<file path="src/rtl/directional_index_tracker_macros.svh">
// ----------------------------------------------------------------------------
// Assertion macros for the directional index tracker
// Immediate-implication and next-cycle checks on clk, disabled in reset.
// ----------------------------------------------------------------------------
`ifndef DIRECTIONAL_INDEX_TRACKER_MACROS_SVH
`define DIRECTIONAL_INDEX_TRACKER_MACROS_SVH
`ifndef SYNTHESIS
`define DIT_ASSERT_IMP(label, ante, cons) \
    label: assert property (@(posedge clk) disable iff (!rst_n) (ante) |-> (cons)) \
        else $error("dit check failed");
`define DIT_ASSERT_NXT(label, ante, cons) \
    label: assert property (@(posedge clk) disable iff (!rst_n) (ante) |=> (cons)) \
        else $error("dit check failed");
`else
`define DIT_ASSERT_IMP(label, ante, cons)
`define DIT_ASSERT_NXT(label, ante, cons)
`endif
`endif

</file>
<file path="src/rtl/dit_pkg.sv">
// ----------------------------------------------------------------------------
// dit_pkg
// Shared widths, constants and controller/datapath link types.
// ----------------------------------------------------------------------------
package dit_pkg;

    localparam int SMOOTH_BITS = 48;
    localparam int ACC_BITS    = 28;
    localparam int DX_BITS     = 23;
    localparam int ADX_BITS    = 23;
    localparam int DIV_DIGITS  = 6;
    localparam int SMALL_STEPS = SMOOTH_BITS / DIV_DIGITS;
    localparam int DX_STEPS    = DX_BITS;
    localparam int STEP_BITS   = 5;

    localparam logic [ADX_BITS-1:0] ADX_DEFAULT = 23'd655360;

    typedef struct packed {
        logic capture;
        logic move;
        logic div_step;
        logic smooth_update;
        logic dx_load;
        logic dx_step;
        logic take;
        logic acc_store;
        logic out_load;
    } dit_cmd_t;

    typedef struct packed {
        logic moves;
        logic move_full;
        logic dx_ok;
        logic dx_full;
        logic dx_last;
    } dit_sts_t;

endpackage

</file>
<file path="src/rtl/dit_if.sv">
// ----------------------------------------------------------------------------
// dit channel interfaces
// Price bar input channel and ADX result channel, valid/ready transfer.
// ----------------------------------------------------------------------------
interface dit_bar_if;
    logic        valid;
    logic        ready;
    logic        first_of_series;
    logic [31:0] high_price;
    logic [31:0] low_price;
    logic [31:0] close_price;

    modport source (output valid, first_of_series, high_price, low_price, close_price,
                    input ready);
    modport sink (input valid, first_of_series, high_price, low_price, close_price,
                  output ready);
endinterface

interface dit_adx_if;
    logic        valid;
    logic        ready;
    logic [22:0] adx_value;
    logic        adx_valid;

    modport source (output valid, adx_value, adx_valid, input ready);
    modport sink (input valid, adx_value, adx_valid, output ready);
endinterface

</file>
<file path="src/rtl/dit_pdiv.sv">
// ----------------------------------------------------------------------------
// dit_pdiv
// Serial divide by PERIOD, DIV_DIGITS quotient bits per step.
// ----------------------------------------------------------------------------
module dit_pdiv
    import dit_pkg::*;
#(
    parameter int PERIOD = 14
)
(
    input  logic                   clk,
    input  logic                   load,
    input  logic                   step,
    input  logic [SMOOTH_BITS-1:0] dividend,
    output logic [SMOOTH_BITS-1:0] quotient
);

    localparam int RW = $clog2(PERIOD);

    logic [SMOOTH_BITS-1:0] num_reg;
    logic [SMOOTH_BITS-1:0] num_next;
    logic [RW-1:0]          rem_reg;
    logic [RW-1:0]          rem_next;

    always_comb
    begin
        logic [RW:0] trial;
        num_next = num_reg;
        rem_next = rem_reg;
        for (int i = 0; i < DIV_DIGITS; i++)
        begin
            trial    = {rem_next, num_next[SMOOTH_BITS-1]};
            num_next = {num_next[SMOOTH_BITS-2:0], 1'b0};
            if (trial >= (RW+1)'(PERIOD))
            begin
                trial       = trial - (RW+1)'(PERIOD);
                num_next[0] = 1'b1;
            end
            rem_next = trial[RW-1:0];
        end
    end

    always_ff @(posedge clk)
    begin
        if (load)
        begin
            num_reg <= dividend;
            rem_reg <= '0;
        end
        else if (step)
        begin
            num_reg <= num_next;
            rem_reg <= rem_next;
        end
    end

    assign quotient = num_reg;

endmodule

</file>
<file path="src/rtl/dit_datapath.sv">
// ----------------------------------------------------------------------------
// dit_datapath
// Bar history, directional moves, Wilder smoothing, DX divider and ADX state.
// ----------------------------------------------------------------------------
module dit_datapath
    import dit_pkg::*;
#(
    parameter int PERIOD     = 14,
    parameter int PRICE_BITS = 32
)
(
    input  logic                clk,
    input  logic                rst_n,
    input  dit_cmd_t            cmd,
    output dit_sts_t            sts,
    input  logic                first_of_series,
    input  logic [31:0]         high_price,
    input  logic [31:0]         low_price,
    input  logic [31:0]         close_price,
    output logic [ADX_BITS-1:0] adx_value,
    output logic                adx_valid
);

    localparam int PW = (PRICE_BITS < 32) ? PRICE_BITS : 32;
    localparam int CW = $clog2(PERIOD + 1);
    localparam int SW = SMOOTH_BITS;
    localparam int PRODW = ACC_BITS + 6;

    logic          first_reg;
    logic [PW-1:0] h_reg, l_reg, c_reg;
    logic          have_prev_reg;
    logic [PW-1:0] ph_reg, pl_reg, pc_reg;
    logic [PW-1:0] pdm_reg, ndm_reg, tr_reg;
    logic [CW-1:0] move_count_reg, dx_count_reg;
    logic [SW-1:0] sp_reg, sm_reg, st_reg;
    logic [ACC_BITS-1:0] acc_reg;
    logic [SW:0]         den_reg, rem_reg;
    logic [DX_BITS-1:0]  nq_reg;
    logic [ADX_BITS-1:0] adx_value_reg;
    logic                adx_valid_reg;

    logic signed [PW:0] up, down, hl;
    logic [PW-1:0]      pdm, ndm, t2, t3, mx23, tr;
    logic [SW-1:0]      qp, qm, qt, gap;
    logic [SW:0]        sum;
    logic [SW+6:0]      d100;
    logic [SW+1:0]      trial;
    logic [ACC_BITS-1:0] acc_sum;
    logic [PRODW-1:0]    prod;
    logic [SW-1:0]       lane0_in;
    logic                lane_load;
    logic                move_full, dx_full;

    // directional moves and true range
    always_comb
    begin
        up   = $signed({1'b0, h_reg}) - $signed({1'b0, ph_reg});
        down = $signed({1'b0, pl_reg}) - $signed({1'b0, l_reg});
        hl   = $signed({1'b0, h_reg}) - $signed({1'b0, l_reg});
        pdm  = (up > down && up > 0) ? up[PW-1:0] : '0;
        ndm  = (down > up && down > 0) ? down[PW-1:0] : '0;
        t2   = (h_reg >= pc_reg) ? h_reg - pc_reg : pc_reg - h_reg;
        t3   = (l_reg >= pc_reg) ? l_reg - pc_reg : pc_reg - l_reg;
        mx23 = (t3 > t2) ? t3 : t2;
        tr   = (hl > $signed({1'b0, mx23})) ? hl[PW-1:0] : mx23;
    end

    assign move_full = (move_count_reg == CW'(PERIOD));
    assign dx_full   = (dx_count_reg == CW'(PERIOD));
    assign sum       = {1'b0, sp_reg} + {1'b0, sm_reg};
    assign gap       = (sp_reg > sm_reg) ? sp_reg - sm_reg : sm_reg - sp_reg;
    assign d100      = {1'b0, gap, 6'b0} + {2'b0, gap, 5'b0} + {5'b0, gap, 2'b0};
    assign trial     = {rem_reg, nq_reg[DX_BITS-1]};
    assign acc_sum   = acc_reg + ACC_BITS'(nq_reg);
    assign prod      = PRODW'(acc_reg) * PRODW'(PERIOD - 1) + PRODW'(nq_reg);
    assign lane0_in  = cmd.take ? (dx_full ? SW'(prod) : SW'(acc_sum)) : sp_reg;
    assign lane_load = cmd.move | cmd.take;

    dit_pdiv #(.PERIOD(PERIOD)) u_div_plus (
        .clk(clk), .load(lane_load), .step(cmd.div_step), .dividend(lane0_in), .quotient(qp)
    );
    dit_pdiv #(.PERIOD(PERIOD)) u_div_minus (
        .clk(clk), .load(lane_load), .step(cmd.div_step), .dividend(sm_reg), .quotient(qm)
    );
    dit_pdiv #(.PERIOD(PERIOD)) u_div_range (
        .clk(clk), .load(lane_load), .step(cmd.div_step), .dividend(st_reg), .quotient(qt)
    );

    always_ff @(posedge clk)
    begin
        if (cmd.capture)
        begin
            first_reg <= first_of_series;
            h_reg     <= high_price[PW-1:0];
            l_reg     <= low_price[PW-1:0];
            c_reg     <= close_price[PW-1:0];
        end
        if (cmd.move)
        begin
            pdm_reg <= pdm;
            ndm_reg <= ndm;
            tr_reg  <= tr;
        end
        if (cmd.dx_load)
        begin
            den_reg <= sum;
            rem_reg <= (SW+1)'(d100[SW+6:7]);
            nq_reg  <= {d100[6:0], 16'b0};
        end
        else if (cmd.dx_step)
        begin
            if (trial >= {1'b0, den_reg})
            begin
                rem_reg <= (SW+1)'(trial - {1'b0, den_reg});
                nq_reg  <= {nq_reg[DX_BITS-2:0], 1'b1};
            end
            else
            begin
                rem_reg <= trial[SW:0];
                nq_reg  <= {nq_reg[DX_BITS-2:0], 1'b0};
            end
        end
        if (cmd.out_load)
        begin
            adx_value_reg <= dx_full ? acc_reg[ADX_BITS-1:0] : ADX_DEFAULT;
            adx_valid_reg <= dx_full;
        end
    end

    always_ff @(posedge clk or negedge rst_n)
    begin
        if (!rst_n)
        begin
            have_prev_reg  <= 1'b0;
            ph_reg         <= '0;
            pl_reg         <= '0;
            pc_reg         <= '0;
            move_count_reg <= '0;
            dx_count_reg   <= '0;
            sp_reg         <= '0;
            sm_reg         <= '0;
            st_reg         <= '0;
            acc_reg        <= '0;
        end
        else
        begin
            if (cmd.move)
            begin
                if (first_reg)
                begin
                    move_count_reg <= '0;
                    dx_count_reg   <= '0;
                    sp_reg         <= '0;
                    sm_reg         <= '0;
                    st_reg         <= '0;
                    acc_reg        <= '0;
                end
                have_prev_reg <= 1'b1;
                ph_reg        <= h_reg;
                pl_reg        <= l_reg;
                pc_reg        <= c_reg;
            end
            if (cmd.smooth_update)
            begin
                if (move_full)
                begin
                    sp_reg <= sp_reg - qp + SW'(pdm_reg);
                    sm_reg <= sm_reg - qm + SW'(ndm_reg);
                    st_reg <= st_reg - qt + SW'(tr_reg);
                end
                else
                begin
                    sp_reg         <= sp_reg + SW'(pdm_reg);
                    sm_reg         <= sm_reg + SW'(ndm_reg);
                    st_reg         <= st_reg + SW'(tr_reg);
                    move_count_reg <= move_count_reg + 1'b1;
                end
            end
            if (cmd.take && !dx_full)
            begin
                acc_reg      <= acc_sum;
                dx_count_reg <= dx_count_reg + 1'b1;
            end
            if (cmd.acc_store)
            begin
                acc_reg <= qp[ACC_BITS-1:0];
            end
        end
    end

    assign sts.moves     = have_prev_reg && !first_reg;
    assign sts.move_full = move_full;
    assign sts.dx_ok     = (st_reg != '0) && (sum != '0);
    assign sts.dx_full   = dx_full;
    assign sts.dx_last   = (dx_count_reg == CW'(PERIOD - 1));

    assign adx_value = adx_value_reg;
    assign adx_valid = adx_valid_reg;

endmodule

</file>
<file path="src/rtl/dit_ctrl.sv">
// ----------------------------------------------------------------------------
// dit_ctrl
// Sequencer for one bar: moves, smoothing, DX division, ADX update, result.
// ----------------------------------------------------------------------------
`include "directional_index_tracker_macros.svh"

module dit_ctrl
    import dit_pkg::*;
(
    input  logic     clk,
    input  logic     rst_n,
    input  logic     in_valid,
    output logic     in_ready,
    output logic     out_valid,
    input  logic     out_ready,
    input  dit_sts_t sts,
    output dit_cmd_t cmd
);

    localparam logic [3:0] S_IDLE   = 4'd0;
    localparam logic [3:0] S_MOVE   = 4'd1;
    localparam logic [3:0] S_SDIV   = 4'd2;
    localparam logic [3:0] S_SUPD   = 4'd3;
    localparam logic [3:0] S_CHECK  = 4'd4;
    localparam logic [3:0] S_DXDIV  = 4'd5;
    localparam logic [3:0] S_TAKE   = 4'd6;
    localparam logic [3:0] S_ADIV   = 4'd7;
    localparam logic [3:0] S_ASTORE = 4'd8;
    localparam logic [3:0] S_FINISH = 4'd9;

    logic [3:0]           state_reg, state_next;
    logic [STEP_BITS-1:0] cnt_reg, cnt_next;
    logic                 out_valid_reg, out_valid_next;
    logic                 out_free;

    assign out_free = !out_valid_reg || out_ready;
    assign in_ready = (state_reg == S_IDLE);

    always_comb
    begin
        state_next = state_reg;
        cnt_next   = cnt_reg + 1'b1;
        cmd        = '0;
        case (state_reg)
            S_IDLE:
            begin
                cmd.capture = in_valid;
                if (in_valid)
                    state_next = S_MOVE;
            end
            S_MOVE:
            begin
                cmd.move = 1'b1;
                cnt_next = '0;
                if (!sts.moves)
                    state_next = S_FINISH;
                else if (sts.move_full)
                    state_next = S_SDIV;
                else
                    state_next = S_SUPD;
            end
            S_SDIV:
            begin
                cmd.div_step = 1'b1;
                if (cnt_reg == STEP_BITS'(SMALL_STEPS - 1))
                    state_next = S_SUPD;
            end
            S_SUPD:
            begin
                cmd.smooth_update = 1'b1;
                state_next        = S_CHECK;
            end
            S_CHECK:
            begin
                cnt_next = '0;
                if (sts.move_full && sts.dx_ok)
                begin
                    cmd.dx_load = 1'b1;
                    state_next  = S_DXDIV;
                end
                else
                    state_next = S_FINISH;
            end
            S_DXDIV:
            begin
                cmd.dx_step = 1'b1;
                if (cnt_reg == STEP_BITS'(DX_STEPS - 1))
                    state_next = S_TAKE;
            end
            S_TAKE:
            begin
                cmd.take = 1'b1;
                cnt_next = '0;
                state_next = (sts.dx_full || sts.dx_last) ? S_ADIV : S_FINISH;
            end
            S_ADIV:
            begin
                cmd.div_step = 1'b1;
                if (cnt_reg == STEP_BITS'(SMALL_STEPS - 1))
                    state_next = S_ASTORE;
            end
            S_ASTORE:
            begin
                cmd.acc_store = 1'b1;
                state_next    = S_FINISH;
            end
            S_FINISH:
            begin
                if (out_free)
                begin
                    cmd.out_load = 1'b1;
                    state_next   = S_IDLE;
                end
            end
            default:
            begin
                state_next = S_IDLE;
            end
        endcase
    end

    always_comb
    begin
        out_valid_next = out_valid_reg;
        if (cmd.out_load)
            out_valid_next = 1'b1;
        else if (out_ready)
            out_valid_next = 1'b0;
    end

    always_ff @(posedge clk or negedge rst_n)
    begin
        if (!rst_n)
        begin
            state_reg     <= S_IDLE;
            cnt_reg       <= '0;
            out_valid_reg <= 1'b0;
        end
        else
        begin
            state_reg     <= state_next;
            cnt_reg       <= cnt_next;
            out_valid_reg <= out_valid_next;
        end
    end

    assign out_valid = out_valid_reg;

    // result register never overwritten while a transfer is pending
    `DIT_ASSERT_IMP(a_no_overwrite, cmd.out_load, !out_valid_reg || out_ready)
    `DIT_ASSERT_NXT(a_accept_to_move, in_valid && in_ready, state_reg == S_MOVE)
    `DIT_ASSERT_NXT(a_dx_done, state_reg == S_DXDIV && cnt_reg == STEP_BITS'(DX_STEPS - 1),
                    state_reg == S_TAKE)
    `DIT_ASSERT_IMP(a_dx_needs_full, cmd.dx_load, sts.move_full)

endmodule

</file>
<file path="src/rtl/directional_index_tracker.sv">
// A bar that forms no moves passes from S_MOVE straight to S_FINISH; a bar that
// runs the smoothing divide, the DX divide and the ADX divide passes S_SDIV,
// S_SUPD, S_CHECK, S_DXDIV, S_TAKE, S_ADIV and S_ASTORE first; one bar in flight.
// The DX long division, one quotient bit per cycle, is the longest of the divides.
// Reset (rst_n, asynchronous, active low) clears the bar history and out_valid.
// ----------------------------------------------------------------------------
// directional_index_tracker
// Wilder ADX over a stream of price bars, one result per bar.
// ----------------------------------------------------------------------------
module directional_index_tracker
    import dit_pkg::*;
#(
    parameter int PERIOD     = 14,
    parameter int PRICE_BITS = 32
)
(
    input  logic      clk,
    input  logic      rst_n,
    dit_bar_if.sink   bar,
    dit_adx_if.source adx
);

    dit_cmd_t cmd;
    dit_sts_t sts;

    dit_ctrl u_ctrl (
        .clk       (clk),
        .rst_n     (rst_n),
        .in_valid  (bar.valid),
        .in_ready  (bar.ready),
        .out_valid (adx.valid),
        .out_ready (adx.ready),
        .sts       (sts),
        .cmd       (cmd)
    );

    dit_datapath #(
        .PERIOD     (PERIOD),
        .PRICE_BITS (PRICE_BITS)
    ) u_datapath (
        .clk             (clk),
        .rst_n           (rst_n),
        .cmd             (cmd),
        .sts             (sts),
        .first_of_series (bar.first_of_series),
        .high_price      (bar.high_price),
        .low_price       (bar.low_price),
        .close_price     (bar.close_price),
        .adx_value       (adx.adx_value),
        .adx_valid       (adx.adx_valid)
    );

endmodule

</file>
<file path="src/flat_wrapper.sv">
// flat-port wrapper written by rule: the top's interface ports become plain ports
module directional_index_tracker_flat import dit_pkg::*;
#(
    parameter int PERIOD     = 14,
    parameter int PRICE_BITS = 32
)
  (clk, rst_n, bar_valid, bar_first_of_series, bar_high_price, bar_low_price, bar_close_price, bar_ready, adx_valid, adx_adx_value, adx_adx_valid, adx_ready);
  dit_bar_if bar_i ();
  dit_adx_if adx_i ();
  input  logic clk;
  input  logic rst_n;
  input wire logic [$bits(bar_i.valid)-1:0] bar_valid;
  input wire logic [$bits(bar_i.first_of_series)-1:0] bar_first_of_series;
  input wire logic [$bits(bar_i.high_price)-1:0] bar_high_price;
  input wire logic [$bits(bar_i.low_price)-1:0] bar_low_price;
  input wire logic [$bits(bar_i.close_price)-1:0] bar_close_price;
  output wire logic [$bits(bar_i.ready)-1:0] bar_ready;
  output wire logic [$bits(adx_i.valid)-1:0] adx_valid;
  output wire logic [$bits(adx_i.adx_value)-1:0] adx_adx_value;
  output wire logic [$bits(adx_i.adx_valid)-1:0] adx_adx_valid;
  input wire logic [$bits(adx_i.ready)-1:0] adx_ready;
  assign bar_i.valid = bar_valid;
  assign bar_i.first_of_series = bar_first_of_series;
  assign bar_i.high_price = bar_high_price;
  assign bar_i.low_price = bar_low_price;
  assign bar_i.close_price = bar_close_price;
  assign bar_ready = bar_i.ready;
  assign adx_valid = adx_i.valid;
  assign adx_adx_value = adx_i.adx_value;
  assign adx_adx_valid = adx_i.adx_valid;
  assign adx_i.ready = adx_ready;
  directional_index_tracker #(.PERIOD(PERIOD), .PRICE_BITS(PRICE_BITS)) u_core (.clk(clk), .rst_n(rst_n), .bar(bar_i), .adx(adx_i));
endmodule
</file>
<file path="config.mk">
export PLATFORM = sky130hd
export DESIGN_NAME = directional_index_tracker_flat
export DESIGN_NICKNAME = d
export VERILOG_FILES = /design/src/rtl/dit_pkg.sv /design/src/rtl/dit_if.sv /design/src/rtl/dit_pdiv.sv /design/src/rtl/dit_datapath.sv /design/src/rtl/dit_ctrl.sv /design/src/rtl/directional_index_tracker.sv /design/src/flat_wrapper.sv
export VERILOG_INCLUDE_DIRS = /design/src /design/src/rtl
export SDC_FILE = /design/constraint.sdc
export NUM_CORES = 2
export LEC_CHECK = 0
export BUFFER_PORTS_ARGS = -buffer_cell sky130_fd_sc_hd__buf_2
export CAP_MARGIN = 20
export CORE_UTILIZATION = 38
export CTS_CLUSTER_SIZE = 25
export DETAILED_ROUTE_END_ITERATION = 16
export PLACE_DENSITY = 0.5
export SYNTH_ARGS = -nofsm -noshare
export SYNTH_HDL_FRONTEND = slang
export SYNTH_SLANG_ARGS = --single-unit
</file>
<file path="constraint.sdc">
create_clock -name clk -period 13.6 [get_ports clk]
set_clock_uncertainty 0.05 [all_clocks]
set_input_delay 1.36 -clock clk [delete_from_list [all_inputs] [get_ports clk]]
set_output_delay 1.36 -clock clk [all_outputs]
set_load 0.01 [all_outputs]
</file>
==> flow_summary.yaml <==
finish:
  design_area_um2: 88030
  fillers: 21254
  layout-drive-gt1-share_pct: 5.255
  fin_nets: 10787
  layout_common_cells: "1030 x inv_1, 966 x ha_1, 866 x a21oi_1"
  final_common_cell: "inv_1"
  synthToLayoutAreaGrowth_pct: 8.968
global_route:
  grt_overflow: 0
  grt_pass1_wl_um: 454100
  grt.total_usage_pct: 27.77
  grt_max_degree: 122
  grt_pass1_vias: 70984
  antenna_found_initial: 12
clocking:
  clk_latency_ns: 0.77
  cts_root_buf: "clkbuf_16"
  path_clk_slew_ns: 0.07
  post_cts_resized: 0
  cts_sinks: 781
  cts_tree: "built"
  cts-hold-fix-buffers: 0
  htreeDepth: 3
  postCtsSetupBuffers: 0
  numCtsBuffers: 104
  cts_max_path_buffers: 3
synth:
  synth_flop_cell: "edfxtp_1"
  yosysTopAreaCell: "edfxtp_1"
  synthesis.nets: 10805
  yosys.area.top_type_share_pct: 17.28
  ys_seq_elements: 781
  synth_top_family_by_area: "compound AO/OA/AOI/OAI gates"
  synth-warning-count: 0
  synth-simple-area-share_pct: 14.01
  syn-instance-count: 9537
  synth-compound-area-share_pct: 24.06
  synth_cell_types: 101
  ys_async_sr_fraction_pct: 36.75
  synth_area_um2: 80780
  synth-edff-count: 465
  synth.area.top_cells: "edfxtp_1 17%, ha_1 15%, dfrtp_1 8.9%"
  synth-seq-area-share_pct: 26.89
  synthAdderAreaFrac_pct: 19.95
  synthMuxAreaShare_pct: 2.461
  syn_area_per_cell_um2: 8.471
  synth_xor_area_share_pct: 6.180
floorplan:
  die_x_um: 463.1
  initial_utilization_pct: 38.39
  die_area_um2: 214400
  die_height_um: 463.1
  core_area_um2: 210400
  ioPinCount: 127
  core.rowCount: 168
sta:
  timing.fmax_ghz: 0.09000
  relSlewSlack_pct: 21.24
  rsz0062_at_grt: "false"
  setup_viol: 0
  final.min_clock_period_ns: 11.11
  hold_viol_final: 0
  worst_pin_slew_ns: 1.169
  min_period_over_period_pct: 81.70
  tns_ns: 0
  drv_slew: 0
route:
  vias_per_cell: 5.758
  drt_iter0_markers: 4943
  vias: 71516
  final_antenna_net_count: 0
  drcViolationCount: 0
  routed_wl_um: 305400
  wire_per_inst_um: 24.59
  firstDrtPassIters: 6
placement:
  gp_congestion: 0.9440
  dpl_cell_area_um2: 84390
  io_buffers: 126
  dp_hpwl_um: 246100
outcome:
  status: "complete, no violations"
hold_path:
  hold_class: "register to register"
setup_path:
  crit_path_max_fanout: 47
  critPathLaunchType: "register"
  cp.arrival_ns: 11.57
  slowest_delay_ns: 0.63
  path_class: "register to register"
  slowest_stage: "or4_1"
  crit_top_cell: "a21o_1"
  endpoint_kind: "register"
  cp.required_ns: 14.06
job:
  drv_cap: 0
[cell type report]
type                    count  area (µm²)  share of cell area [%]
clock inverters            56       693.2                  0.7874
repair buffers            198        1206                   1.370
inverters                1039        3913                   4.445
clock buffers             140        2933                   3.332
flip-flops and latches    781       21730                   24.68
multi-input cells        7395       54030                   61.38
well taps                2805        3510                   3.987
diodes                      6       15.01                 0.01706
[stage by stage]
stage / setup WS [ns] / instances / util (%) / hold slack [ns]
finish: 2.489 / 12420 / 41.84 / 0.4077
global route: 1.669 / 12418 / 41.83 / 0.4347
CTS: 2.635 / 12414 / 41.83 / 0.4150
detailed placement: 2.644 / 12218 / 40.11 / 0.4010
global placement: 2.610 / 12218 / 40.11 / 0.3964
floorplan: 5.143 / 9537 / - / 0.3758
[cell usage after synthesis (all sizes together) (27+ instances only)]
master / count
or3: 44
nor2b: 113
a211oi: 82
ha: 966
o31ai: 44
nor2: 587
and2: 76
fa: 201
buf: 83
xnor2: 371
nand3: 171
nor3: 149
edfxtp: 465
inv: 1033
dfrtp: 287
a22oi: 41
mux2: 37
o21ai: 807
or2: 37
nand2b: 104
dfxtp: 29
a21o: 412
o21a: 102
a221o: 27
a21oi: 867
nor4: 71
clkbuf: 239
nand2: 736
o22ai: 64
a31oi: 95
o21bai: 153
xor2: 199
and3: 73
mux2i: 157
o211ai: 59
nand4: 110
[logic make-up (layout without fill, tap and decap cells)]
group,after synthesis,after routing
adder cells (fa/ha/maj),1168,1168
XOR/XNOR,570,570
buffers and inverters,1361,1433
flip-flops,781,781
multiplexers,194,194
AO/OA/AOI/OAI,3095,3095
AND/OR/NAND/NOR,2368,2368
other,0,6
[final timing paths]
kind                                                       startpoint                                  endpoint  slack [ns]  cells after the start
worst max-delay path            u_core.u_datapath.h_reg[26]$_DFFE_PP_    u_core.u_datapath.tr_reg[28]$_DFFE_PP_        2.49                     41
worst min-delay path            u_core.u_datapath.c_reg[24]$_DFFE_PP_  u_core.u_datapath.pc_reg[24]$_DFFE_PN0P_        0.41                      2
worst max register to register  u_core.u_datapath.h_reg[26]$_DFFE_PP_    u_core.u_datapath.tr_reg[28]$_DFFE_PP_        2.49                     41
worst min register to register  u_core.u_datapath.c_reg[24]$_DFFE_PP_  u_core.u_datapath.pc_reg[24]$_DFFE_PN0P_        0.41                      2
max in group asynchronous                                       rst_n        u_core.u_ctrl.cnt_reg[2]$_DFF_PN0_       10.33                      4
min in group asynchronous                                       rst_n  u_core.u_datapath.st_reg[35]$_DFFE_PN0P_        0.54                      1
[routing by layer]
metal  vias up  track usage, %  routed length, µm
met5         -               0                  0
met4         0           10.61              12720
met3       392           2.983              15280
met2      2099           45.16             138600
met1     34873           37.69             138800
li1      34152               -                  -
[worst max-delay path: cells and delay by family (launching register included)]
kind | cells | cell delay [ns]
muxes | 2 | 0.75
AOI/OAI and AO/OA | 20 | 4.13
and+or+nand+nor | 8 | 2.27
adders and majority gates | 3 | 1.19
buffers and inverters | 7 | 1.76
DFF | 1 | 0.45
xor gates and xnor gates | 1 | 0.24
Power is left out: the tool's default activity adds up to more than one toggle a clock period on the data nets, which glitch-free logic cannot reach.
